[config.mk]
export PLATFORM = sky130hd
export DESIGN_NAME = lcg_keystream_xor_decrypt_core_flat
export DESIGN_NICKNAME = d
export VERILOG_FILES = /design/src/rtl/lcgx_pkg.sv /design/src/rtl/lcgx_in_if.sv /design/src/rtl/lcgx_out_if.sv /design/src/rtl/lcgx_cfg_if.sv /design/src/rtl/lcg_keystream_xor_decrypt_core.sv /design/src/flat_wrapper.sv
export SDC_FILE = /design/constraint.sdc
export NUM_CORES = 2
export LEC_CHECK = 0
export BUFFER_PORTS_ARGS = -buffer_cell sky130_fd_sc_hd__clkbuf_2
export CORE_MARGIN = 2
export CORE_UTILIZATION = 40
export DETAILED_ROUTE_END_ITERATION = 12
export PLACE_DENSITY = 0.54
export SKIP_LAST_GASP = 1
export SYNTH_ARGS = -nofsm -noshare
export SYNTH_HDL_FRONTEND = slang
export SYNTH_SLANG_ARGS = --single-unit
export TNS_END_PERCENT = 30
[constraint.sdc]
create_clock -name i_clk -period 21.3 [get_ports i_clk]
set_clock_uncertainty 0.2 [all_clocks]
set_input_delay 6.39 -clock i_clk [delete_from_list [all_inputs] [get_ports i_clk]]
set_output_delay 6.39 -clock i_clk [all_outputs]
set_load 0.005 [all_outputs]
[src/rtl/lcgx_pkg.sv]
package lcgx_pkg;

    // Widths of the fields and registers
    localparam int unsigned KEY_W     = 32;
    localparam int unsigned POS_W     = 32;
    localparam int unsigned BYTE_W    = 8;
    localparam int unsigned STAT_W    = 2;
    localparam int unsigned CFG_IDX_W = 2;
    localparam int unsigned DW_CNT_W  = POS_W - 2;

    // Function codes of an input word
    localparam logic FUNC_READ = 1'b0;
    localparam logic FUNC_SEEK = 1'b1;

    // Result status codes
    localparam logic [STAT_W-1:0] STAT_OK       = 2'd0;
    localparam logic [STAT_W-1:0] STAT_PAST_END = 2'd1;
    localparam logic [STAT_W-1:0] STAT_SEEK_REJ = 2'd2;

    // Configuration register indexes
    localparam logic [CFG_IDX_W-1:0] REG_KEY_MULT  = 2'd0;
    localparam logic [CFG_IDX_W-1:0] REG_KEY_ADD   = 2'd1;
    localparam logic [CFG_IDX_W-1:0] REG_START_KEY = 2'd2;
    localparam logic [CFG_IDX_W-1:0] REG_ENTRY_SZ  = 2'd3;

    // Sequencer states
    typedef enum logic [2:0] {
        S_IDLE,
        S_STEP,
        S_ACC_A,
        S_ACC_M,
        S_POW_A,
        S_POW_M,
        S_FINAL
    } t_state;

endpackage

[src/rtl/lcgx_in_if.sv]
interface lcgx_in_if;
    logic                          valid;
    logic                          ready;
    logic                          func;
    logic [lcgx_pkg::BYTE_W-1:0]   data_in;
    logic [lcgx_pkg::POS_W-1:0]    seek_target;

    modport source (output valid, output func, output data_in, output seek_target,
                    input ready);
    modport sink   (input valid, input func, input data_in, input seek_target,
                    output ready);
endinterface

[src/rtl/lcgx_out_if.sv]
interface lcgx_out_if;
    logic                          valid;
    logic                          ready;
    logic [lcgx_pkg::BYTE_W-1:0]   data_out;
    logic [lcgx_pkg::STAT_W-1:0]   status;
    logic [lcgx_pkg::POS_W-1:0]    position;

    modport source (output valid, output data_out, output status, output position,
                    input ready);
    modport sink   (input valid, input data_out, input status, input position,
                    output ready);
endinterface

[src/rtl/lcgx_cfg_if.sv]
interface lcgx_cfg_if;
    logic                            valid;
    logic                            ready;
    logic [lcgx_pkg::CFG_IDX_W-1:0]  index;
    logic [lcgx_pkg::KEY_W-1:0]      data;

    modport source (output valid, output index, output data, input ready);
    modport sink   (input valid, input index, input data, output ready);
endinterface

[src/rtl/lcg_keystream_xor_decrypt_core.sv]
// Channel | Dir | Payload                           | Word accepted when
// i_in    | in  | func, data_in, seek_target        | i_in.valid && i_in.ready
// o_res   | out | data_out, status, position        | o_res.valid && o_res.ready
// i_cfg   | in  | index (2 bits), data (32 bits)    | i_cfg.valid && i_cfg.ready
//
// A read crossing a dword steps the key once in S_STEP before its result is
// written. A same-dword seek is answered from S_IDLE; else S_ACC_A/S_ACC_M run
// per set bit of the dword distance and S_POW_A/S_POW_M per bit below its top
// set bit, then S_FINAL: one 32x32 multiply-add unit runs the affine key jump.
// Reset (synchronous, active low) clears the registers, key and position.
// A new word enters only when the result register is empty or drains in that
// cycle; a finished multi-cycle word holds until that register is free.
module lcg_keystream_xor_decrypt_core (
    input  logic        i_clk,
    input  logic        i_rst_n,
    lcgx_in_if.sink     i_in,
    lcgx_out_if.source  o_res,
    lcgx_cfg_if.sink    i_cfg
);

    // Shared multiply-add operations
    typedef enum logic [2:0] {
        OP_STEP,
        OP_ACC_A,
        OP_ACC_M,
        OP_POW_A,
        OP_POW_M,
        OP_FINAL
    } t_op;

    lcgx_pkg::t_state r_state, n_state;

    logic [lcgx_pkg::KEY_W-1:0]    r_mult, n_mult;
    logic [lcgx_pkg::KEY_W-1:0]    r_add, n_add;
    logic [lcgx_pkg::KEY_W-1:0]    r_start, n_start;
    logic [lcgx_pkg::POS_W-1:0]    r_size, n_size;
    logic [lcgx_pkg::KEY_W-1:0]    r_key, n_key;
    logic [lcgx_pkg::POS_W-1:0]    r_pos, n_pos;

    logic [lcgx_pkg::KEY_W-1:0]    r_acc_m, n_acc_m;
    logic [lcgx_pkg::KEY_W-1:0]    r_acc_a, n_acc_a;
    logic [lcgx_pkg::KEY_W-1:0]    r_pow_m, n_pow_m;
    logic [lcgx_pkg::KEY_W-1:0]    r_pow_a, n_pow_a;
    logic [lcgx_pkg::DW_CNT_W-1:0] r_n, n_n;
    logic [lcgx_pkg::BYTE_W-1:0]   r_hold_dout, n_hold_dout;

    logic                          r_out_valid, n_out_valid;
    logic [lcgx_pkg::BYTE_W-1:0]   r_out_dout, n_out_dout;
    logic [lcgx_pkg::STAT_W-1:0]   r_out_status, n_out_status;
    logic [lcgx_pkg::POS_W-1:0]    r_out_pos, n_out_pos;

    logic                          w_slot_free;
    logic                          w_in_acc;
    logic                          w_cfg_acc;
    logic                          w_past_end;
    logic [lcgx_pkg::POS_W-1:0]    w_pos_inc;
    logic [lcgx_pkg::BYTE_W-1:0]   w_key_byte;
    logic                          w_seek_rej;
    logic                          w_seek_back;
    logic [lcgx_pkg::POS_W-1:0]    w_base_pos;
    logic [lcgx_pkg::KEY_W-1:0]    w_base_key;
    logic [lcgx_pkg::DW_CNT_W-1:0] w_jump_n;
    logic [lcgx_pkg::DW_CNT_W-1:0] w_n_shift;

    t_op                           w_op;
    logic [lcgx_pkg::KEY_W-1:0]    w_mul_a, w_mul_b, w_add_c;
    logic [lcgx_pkg::KEY_W-1:0]    w_prod, w_mac;

    // Handshakes
    assign w_slot_free = !r_out_valid || o_res.ready;
    assign i_in.ready  = (r_state == lcgx_pkg::S_IDLE) && w_slot_free;
    assign w_in_acc    = i_in.valid && i_in.ready;
    assign i_cfg.ready = 1'b1;
    assign w_cfg_acc   = i_cfg.valid;

    assign o_res.valid    = r_out_valid;
    assign o_res.data_out = r_out_dout;
    assign o_res.status   = r_out_status;
    assign o_res.position = r_out_pos;

    // Decode the incoming word
    assign w_past_end  = r_pos >= r_size;
    assign w_pos_inc   = r_pos + 32'd1;
    assign w_key_byte  = r_key[{r_pos[1:0], 3'b000} +: lcgx_pkg::BYTE_W];
    assign w_seek_rej  = i_in.seek_target >= r_size;
    assign w_seek_back = i_in.seek_target < r_pos;
    assign w_base_pos  = w_seek_back ? '0 : r_pos;
    assign w_base_key  = w_seek_back ? r_start : r_key;
    assign w_jump_n    = i_in.seek_target[lcgx_pkg::POS_W-1:2] -
                         w_base_pos[lcgx_pkg::POS_W-1:2];
    assign w_n_shift   = r_n >> 1;

    // Select the operation of the shared unit
    always_comb begin
        unique case (r_state)
            lcgx_pkg::S_STEP:  w_op = OP_STEP;
            lcgx_pkg::S_ACC_A: w_op = OP_ACC_A;
            lcgx_pkg::S_ACC_M: w_op = OP_ACC_M;
            lcgx_pkg::S_POW_A: w_op = OP_POW_A;
            lcgx_pkg::S_POW_M: w_op = OP_POW_M;
            default:           w_op = OP_FINAL;
        endcase
    end

    always_comb begin
        unique case (w_op)
            OP_STEP:  begin w_mul_a = r_key;   w_mul_b = r_mult;  w_add_c = r_add;   end
            OP_ACC_A: begin w_mul_a = r_pow_m; w_mul_b = r_acc_a; w_add_c = r_pow_a; end
            OP_ACC_M: begin w_mul_a = r_pow_m; w_mul_b = r_acc_m; w_add_c = '0;      end
            OP_POW_A: begin w_mul_a = r_pow_m; w_mul_b = r_pow_a; w_add_c = r_pow_a; end
            OP_POW_M: begin w_mul_a = r_pow_m; w_mul_b = r_pow_m; w_add_c = '0;      end
            default:  begin w_mul_a = r_acc_m; w_mul_b = r_key;   w_add_c = r_acc_a; end
        endcase
    end

    // Multiply-add modulo 2^32
    assign w_prod = w_mul_a * w_mul_b;
    assign w_mac  = w_prod + w_add_c;

    // Next state
    always_comb begin
        n_state = r_state;
        unique case (r_state) inside
            lcgx_pkg::S_IDLE: begin
                if (w_in_acc) begin
                    if (i_in.func == lcgx_pkg::FUNC_READ) begin
                        if (!w_past_end && (w_pos_inc[1:0] == 2'd0)) begin
                            n_state = lcgx_pkg::S_STEP;
                        end
                    end else if (!w_seek_rej && (i_in.seek_target != r_pos) &&
                                 (w_jump_n != '0)) begin
                        n_state = w_jump_n[0] ? lcgx_pkg::S_ACC_A : lcgx_pkg::S_POW_A;
                    end
                end
            end
            lcgx_pkg::S_STEP, lcgx_pkg::S_FINAL: begin
                if (w_slot_free) begin
                    n_state = lcgx_pkg::S_IDLE;
                end
            end
            lcgx_pkg::S_ACC_A: n_state = lcgx_pkg::S_ACC_M;
            lcgx_pkg::S_ACC_M: begin
                n_state = (w_n_shift == '0) ? lcgx_pkg::S_FINAL : lcgx_pkg::S_POW_A;
            end
            lcgx_pkg::S_POW_A: n_state = lcgx_pkg::S_POW_M;
            lcgx_pkg::S_POW_M: begin
                if (w_n_shift == '0) begin
                    n_state = lcgx_pkg::S_FINAL;
                end else begin
                    n_state = w_n_shift[0] ? lcgx_pkg::S_ACC_A : lcgx_pkg::S_POW_A;
                end
            end
            default: n_state = lcgx_pkg::S_IDLE;
        endcase
    end

    // Datapath and result register
    always_comb begin
        n_mult       = r_mult;
        n_add        = r_add;
        n_start      = r_start;
        n_size       = r_size;
        n_key        = r_key;
        n_pos        = r_pos;
        n_acc_m      = r_acc_m;
        n_acc_a      = r_acc_a;
        n_pow_m      = r_pow_m;
        n_pow_a      = r_pow_a;
        n_n          = r_n;
        n_hold_dout  = r_hold_dout;
        n_out_valid  = r_out_valid && !o_res.ready;
        n_out_dout   = r_out_dout;
        n_out_status = r_out_status;
        n_out_pos    = r_out_pos;

        unique case (r_state) inside
            lcgx_pkg::S_IDLE: begin
                if (w_in_acc) begin
                    if (i_in.func == lcgx_pkg::FUNC_READ) begin
                        if (w_past_end) begin
                            n_out_valid  = 1'b1;
                            n_out_dout   = '0;
                            n_out_status = lcgx_pkg::STAT_PAST_END;
                            n_out_pos    = r_pos;
                        end else begin
                            n_pos       = w_pos_inc;
                            n_hold_dout = i_in.data_in ^ w_key_byte;
                            // emit now unless the key must step first
                            if (w_pos_inc[1:0] != 2'd0) begin
                                n_out_valid  = 1'b1;
                                n_out_dout   = i_in.data_in ^ w_key_byte;
                                n_out_status = lcgx_pkg::STAT_OK;
                                n_out_pos    = w_pos_inc;
                            end
                        end
                    end else if (w_seek_rej) begin
                        n_out_valid  = 1'b1;
                        n_out_dout   = '0;
                        n_out_status = lcgx_pkg::STAT_SEEK_REJ;
                        n_out_pos    = r_pos;
                    end else if (i_in.seek_target == r_pos) begin
                        n_out_valid  = 1'b1;
                        n_out_dout   = '0;
                        n_out_status = lcgx_pkg::STAT_OK;
                        n_out_pos    = r_pos;
                    end else begin
                        n_pos       = i_in.seek_target;
                        n_key       = w_base_key;
                        n_hold_dout = '0;
                        n_n         = w_jump_n;
                        n_acc_m     = 32'd1;
                        n_acc_a     = '0;
                        n_pow_m     = r_mult;
                        n_pow_a     = r_add;
                        // same dword: no key step needed
                        if (w_jump_n == '0) begin
                            n_out_valid  = 1'b1;
                            n_out_dout   = '0;
                            n_out_status = lcgx_pkg::STAT_OK;
                            n_out_pos    = i_in.seek_target;
                        end
                    end
                end
            end
            lcgx_pkg::S_STEP, lcgx_pkg::S_FINAL: begin
                if (w_slot_free) begin
                    n_key        = w_mac;
                    n_out_valid  = 1'b1;
                    n_out_dout   = r_hold_dout;
                    n_out_status = lcgx_pkg::STAT_OK;
                    n_out_pos    = r_pos;
                end
            end
            lcgx_pkg::S_ACC_A: n_acc_a = w_mac;
            lcgx_pkg::S_ACC_M: n_acc_m = w_mac;
            lcgx_pkg::S_POW_A: n_pow_a = w_mac;
            lcgx_pkg::S_POW_M: begin
                n_pow_m = w_mac;
                n_n     = w_n_shift;
            end
            default: ;
        endcase

        // Register writes
        if (w_cfg_acc) begin
            unique case (i_cfg.index)
                lcgx_pkg::REG_KEY_MULT: n_mult = i_cfg.data;
                lcgx_pkg::REG_KEY_ADD:  n_add  = i_cfg.data;
                lcgx_pkg::REG_START_KEY: begin
                    n_start = i_cfg.data;
                    n_key   = i_cfg.data;
                    n_pos   = '0;
                end
                lcgx_pkg::REG_ENTRY_SZ: n_size = i_cfg.data;
                default: ;
            endcase
        end
    end

    // Control and state registers
    always_ff @(posedge i_clk) begin
        if (!i_rst_n) begin
            r_state     <= lcgx_pkg::S_IDLE;
            r_out_valid <= 1'b0;
            r_mult      <= '0;
            r_add       <= '0;
            r_start     <= '0;
            r_size      <= '0;
            r_key       <= '0;
            r_pos       <= '0;
        end else begin
            r_state     <= n_state;
            r_out_valid <= n_out_valid;
            r_mult      <= n_mult;
            r_add       <= n_add;
            r_start     <= n_start;
            r_size      <= n_size;
            r_key       <= n_key;
            r_pos       <= n_pos;
        end
    end

    // Payload registers
    always_ff @(posedge i_clk) begin
        r_acc_m      <= n_acc_m;
        r_acc_a      <= n_acc_a;
        r_pow_m      <= n_pow_m;
        r_pow_a      <= n_pow_a;
        r_n          <= n_n;
        r_hold_dout  <= n_hold_dout;
        r_out_dout   <= n_out_dout;
        r_out_status <= n_out_status;
        r_out_pos    <= n_out_pos;
    end

    // A read past the end yields a past-end word next cycle
    a_past_end: assert property (@(posedge i_clk) disable iff (!i_rst_n)
        (w_in_acc && (i_in.func == lcgx_pkg::FUNC_READ) && w_past_end)
        |=> (r_out_valid && (r_out_status == lcgx_pkg::STAT_PAST_END)))
        else $error("read past end not flagged");

    // A rejected seek leaves the position alone
    a_seek_rej: assert property (@(posedge i_clk) disable iff (!i_rst_n)
        (w_in_acc && (i_in.func == lcgx_pkg::FUNC_SEEK) && w_seek_rej && !w_cfg_acc)
        |=> (r_pos == $past(r_pos)))
        else $error("rejected seek moved position");

    // The accumulate step only runs for a set bit of the jump count
    a_acc_bit: assert property (@(posedge i_clk) disable iff (!i_rst_n)
        (r_state == lcgx_pkg::S_ACC_A) |-> r_n[0])
        else $error("accumulate step on a clear bit");

    // The jump loop never runs on an empty count
    a_jump_cnt: assert property (@(posedge i_clk) disable iff (!i_rst_n)
        ((r_state == lcgx_pkg::S_POW_A) || (r_state == lcgx_pkg::S_ACC_M))
        |-> (r_n != '0))
        else $error("jump loop with zero count");

endmodule
[src/flat_wrapper.sv]
// flat-port wrapper written by rule: the top's interface ports become plain ports
module lcg_keystream_xor_decrypt_core_flat 
  (i_clk, i_rst_n, i_in_valid, i_in_func, i_in_data_in, i_in_seek_target, i_in_ready, o_res_valid, o_res_data_out, o_res_status, o_res_position, o_res_ready, i_cfg_valid, i_cfg_index, i_cfg_data, i_cfg_ready);
  lcgx_in_if i_in_i ();
  lcgx_out_if o_res_i ();
  lcgx_cfg_if i_cfg_i ();
  input  logic i_clk;
  input  logic i_rst_n;
  input wire logic [$bits(i_in_i.valid)-1:0] i_in_valid;
  input wire logic [$bits(i_in_i.func)-1:0] i_in_func;
  input wire logic [$bits(i_in_i.data_in)-1:0] i_in_data_in;
  input wire logic [$bits(i_in_i.seek_target)-1:0] i_in_seek_target;
  output wire logic [$bits(i_in_i.ready)-1:0] i_in_ready;
  output wire logic [$bits(o_res_i.valid)-1:0] o_res_valid;
  output wire logic [$bits(o_res_i.data_out)-1:0] o_res_data_out;
  output wire logic [$bits(o_res_i.status)-1:0] o_res_status;
  output wire logic [$bits(o_res_i.position)-1:0] o_res_position;
  input wire logic [$bits(o_res_i.ready)-1:0] o_res_ready;
  input wire logic [$bits(i_cfg_i.valid)-1:0] i_cfg_valid;
  input wire logic [$bits(i_cfg_i.index)-1:0] i_cfg_index;
  input wire logic [$bits(i_cfg_i.data)-1:0] i_cfg_data;
  output wire logic [$bits(i_cfg_i.ready)-1:0] i_cfg_ready;
  assign i_in_i.valid = i_in_valid;
  assign i_in_i.func = i_in_func;
  assign i_in_i.data_in = i_in_data_in;
  assign i_in_i.seek_target = i_in_seek_target;
  assign i_in_ready = i_in_i.ready;
  assign o_res_valid = o_res_i.valid;
  assign o_res_data_out = o_res_i.data_out;
  assign o_res_status = o_res_i.status;
  assign o_res_position = o_res_i.position;
  assign o_res_i.ready = o_res_ready;
  assign i_cfg_i.valid = i_cfg_valid;
  assign i_cfg_i.index = i_cfg_index;
  assign i_cfg_i.data = i_cfg_data;
  assign i_cfg_ready = i_cfg_i.ready;
  lcg_keystream_xor_decrypt_core u_core (.i_clk(i_clk), .i_rst_n(i_rst_n), .i_in(i_in_i), .o_res(o_res_i), .i_cfg(i_cfg_i));
endmodule
==> out/results.ini <==
[worst_setup_path]
r2r-start=u_core.r_state[2]
cp_data_arrival_time_ps=6870
cpMostUsedCell=clkbuf_2
crit_chain=clkbuf_2, nor2b_1, nor2_1, clkbuf_2
cp_top_family=simple AND/OR/NAND/NOR gates
critPathMaxStageDelay_ps=170
cp.required_ps=14710
crit_buf_inv=2
critPathCaptureType=output port
r2r_cells=33
startpoint_type=input pin
path_class=in2out
r2r-end=u_core.r_key[26]
cp_max_fo=2
regToRegSetupSlack_ps=9470
cp.depth=4
cp_slowest_cell=nor2b_1
startpoint=o_res_ready

[yosys]
synth.distinct_cells=92
syn_inst=4894
synth_edf_count=207
seq_area_frac_synth_pct=24.0
syn_area_um2=42200
synth.avg_cell_area_um2=8.62
ys_warn_count=0
synth_nets=5664
async_flop_share_pct=0
ys_dominant_reg_cell=edfxtp_1
ys_seq_elements=403

[global_routing]
overflow=0
grt_pass1_wl_um=233000
antenna_found_initial=3
track_usage_pct=28.8
grt_pass1_vias=36100
grt_max_degree=71

[route]
first_pass_iters=6
routed_via_density=5.67
wirelength_um=154000
wl_per_cell_um=24.5
drt_iter0_drc=3313
drc=0
vias=35700
ant_nets=0

[clock_tree]
clkTransAtPathRegs_ps=60
numCtsBuffers=44
cts.repair.resized=0
root_buffer=clkbuf_16
post_cts_buffers=0
cts.sinks=403
worstSkewPairLatency_ps=620
cts_max_level=2
cts_tree=built
clockBufferDepth=3
hold_buffers=0

[floorplan]
core_um2=105000
dieHeight_um=329
ioPinCount=125
placementRows=119
die_x_um=329
initial_core_util_pct=40.2
die_area_um2=108000

[placed_design]
dp.final_hpwl_um=114000
place.gp.congestion=0.907
dp.cells=6203
pre_cts_slack_ps=7690
portBuffers=123

[worst_hold_path]
hold_class=reg2reg
whs_endpoint=u_core.r_start[23]
hold_depth=2
hold_start=u_core.r_start[23]

[cells_and_area]
final_cells=6291
areaGrowthSynthToFinish_pct=8.29
final_cell_mix=758 x nand2_1, 597 x inv_1, 483 x nor2_1
final_nets=5628
final_common_cell=nand2_1
drive_gt1_share_pct=9.09

[timing]
hold_viol_final=0
relSlewSlack_pct=19.4
finalSetupViolCount=0
rsz0062_at_grt=false
fin_crit_ps=13460
setup_ws_ps=7840
slew_viol_final=0
max_freq_ghz=0.0743
min_period_over_period_pct=63.2
tns_ps=0
worstMarginPinSlew_ps=1200

[run]
max_cap_viol_count=0

[run_status]
status=complete, no violations

[registers in the layout, summed over array words and instances (netlist names), 29 cells and up]
signal	flops
u_core.r_start	32
u_core.r_acc_a	32
u_core.o_res.position	32
u_core.r_pow_m	32
u_core.r_size	32
u_core.r_acc_m	32
u_core.r_mult	32
u_core.r_n	29
u_core.r_key	32
u_core.r_pos	32
u_core.r_pow_a	32
u_core.r_add	32
[worst max-delay path by stage]
stage                                           to  slack [ps]
final                                   i_in_ready        7840
after global routing      u_core.o_res.position[3]        7600
after CTS                               i_in_ready        7840
after detailed placement  u_core.o_res.data_out[5]        7690
after global placement    u_core.o_res.data_out[5]        7730
after floorplan           u_core.o_res.data_out[0]        7760
[through the flow]
stage / hold slack, ps / utilization, % / cell area [um2]
2_1_floorplan: 222 / - / 42200
3_3_place_gp: 231 / 42.2 / 44300
3_5_place_dp: 234 / 42.2 / 44300
4_1_cts: 245 / 43.5 / 45700
5_1_grt: 260 / 43.5 / 45700
6_report: 244 / 43.5 / 45700
[final cells by class]
class,instances,area [um2]
diodes,6,15.0
clock buffers,65,1280
clock inverters,17,125
fillers,10500,59300
inverters,599,2250
multi-input cells,3588,28800
flip-flops and latches,403,10200
well taps,1391,1740
repair buffers,222,1360
[logic make-up (layout without fill, tap and decap cells)]
group | after synthesis | count (layout) | synth area share (%)
XOR/XNOR | 116 | 116 | 2.54
adder cells (fa/ha/maj) | 690 | 690 | 28.3
multiplexers | 149 | 149 | 4.05
buffers and inverters | 903 | 903 | 8.45
flip-flops | 403 | 403 | 24.0
AND/OR/NAND/NOR | 1623 | 1623 | 16.5
AO/OA/AOI/OAI | 1009 | 1009 | 16.1
other | 1 | 7 | 0.00889
[Yosys cell counts (65+ instances only)]
| master | number | area share (%) |
|---|---|---|
| nor2_1 | 488 | 4.3 |
| a21boi_0 | 103 | 1.8 |
| clkbuf_1 | 217 | 1.9 |
| nand2_1 | 761 | 6.8 |
| xnor2_1 | 88 | 1.8 |
| mux2i_1 | 92 | 2.2 |
| nand2b_1 | 65 | 0.96 |
| edfxtp_1 | 207 | 15 |
| o21ai_0 | 263 | 3.1 |
| inv_1 | 597 | 5.3 |
| a21o_1 | 68 | 1.2 |
| a21oi_1 | 159 | 1.9 |
| fa_1 | 439 | 21 |
| dfxtp_1 | 196 | 9.3 |
| ha_1 | 251 | 7.4 |
| nand3_1 | 65 | 0.77 |
[routing by layer]
layer | vias up | share of wire [%] | GRT usage [%]
met3 | 263 | 6.6 | 3.85
met1 | 17700 | 42 | 38.1
met4 | 2 | 4.4 | 11.7
met2 | 1395 | 47 | 47.5
li1 | 16300 | - | -
met5 | - | 0.0065 | 0
[tightest hold or removal path, delay by kind of cell, from the launching register on]
| family | cells | cell delay, ps |
|---|---|---|
| and+or+nand+nor | 2 | 90 |
| DFF | 1 | 310 |
Power is not shown: default switching activity piles up to over one toggle a cycle in this logic, so the estimate is an artifact.
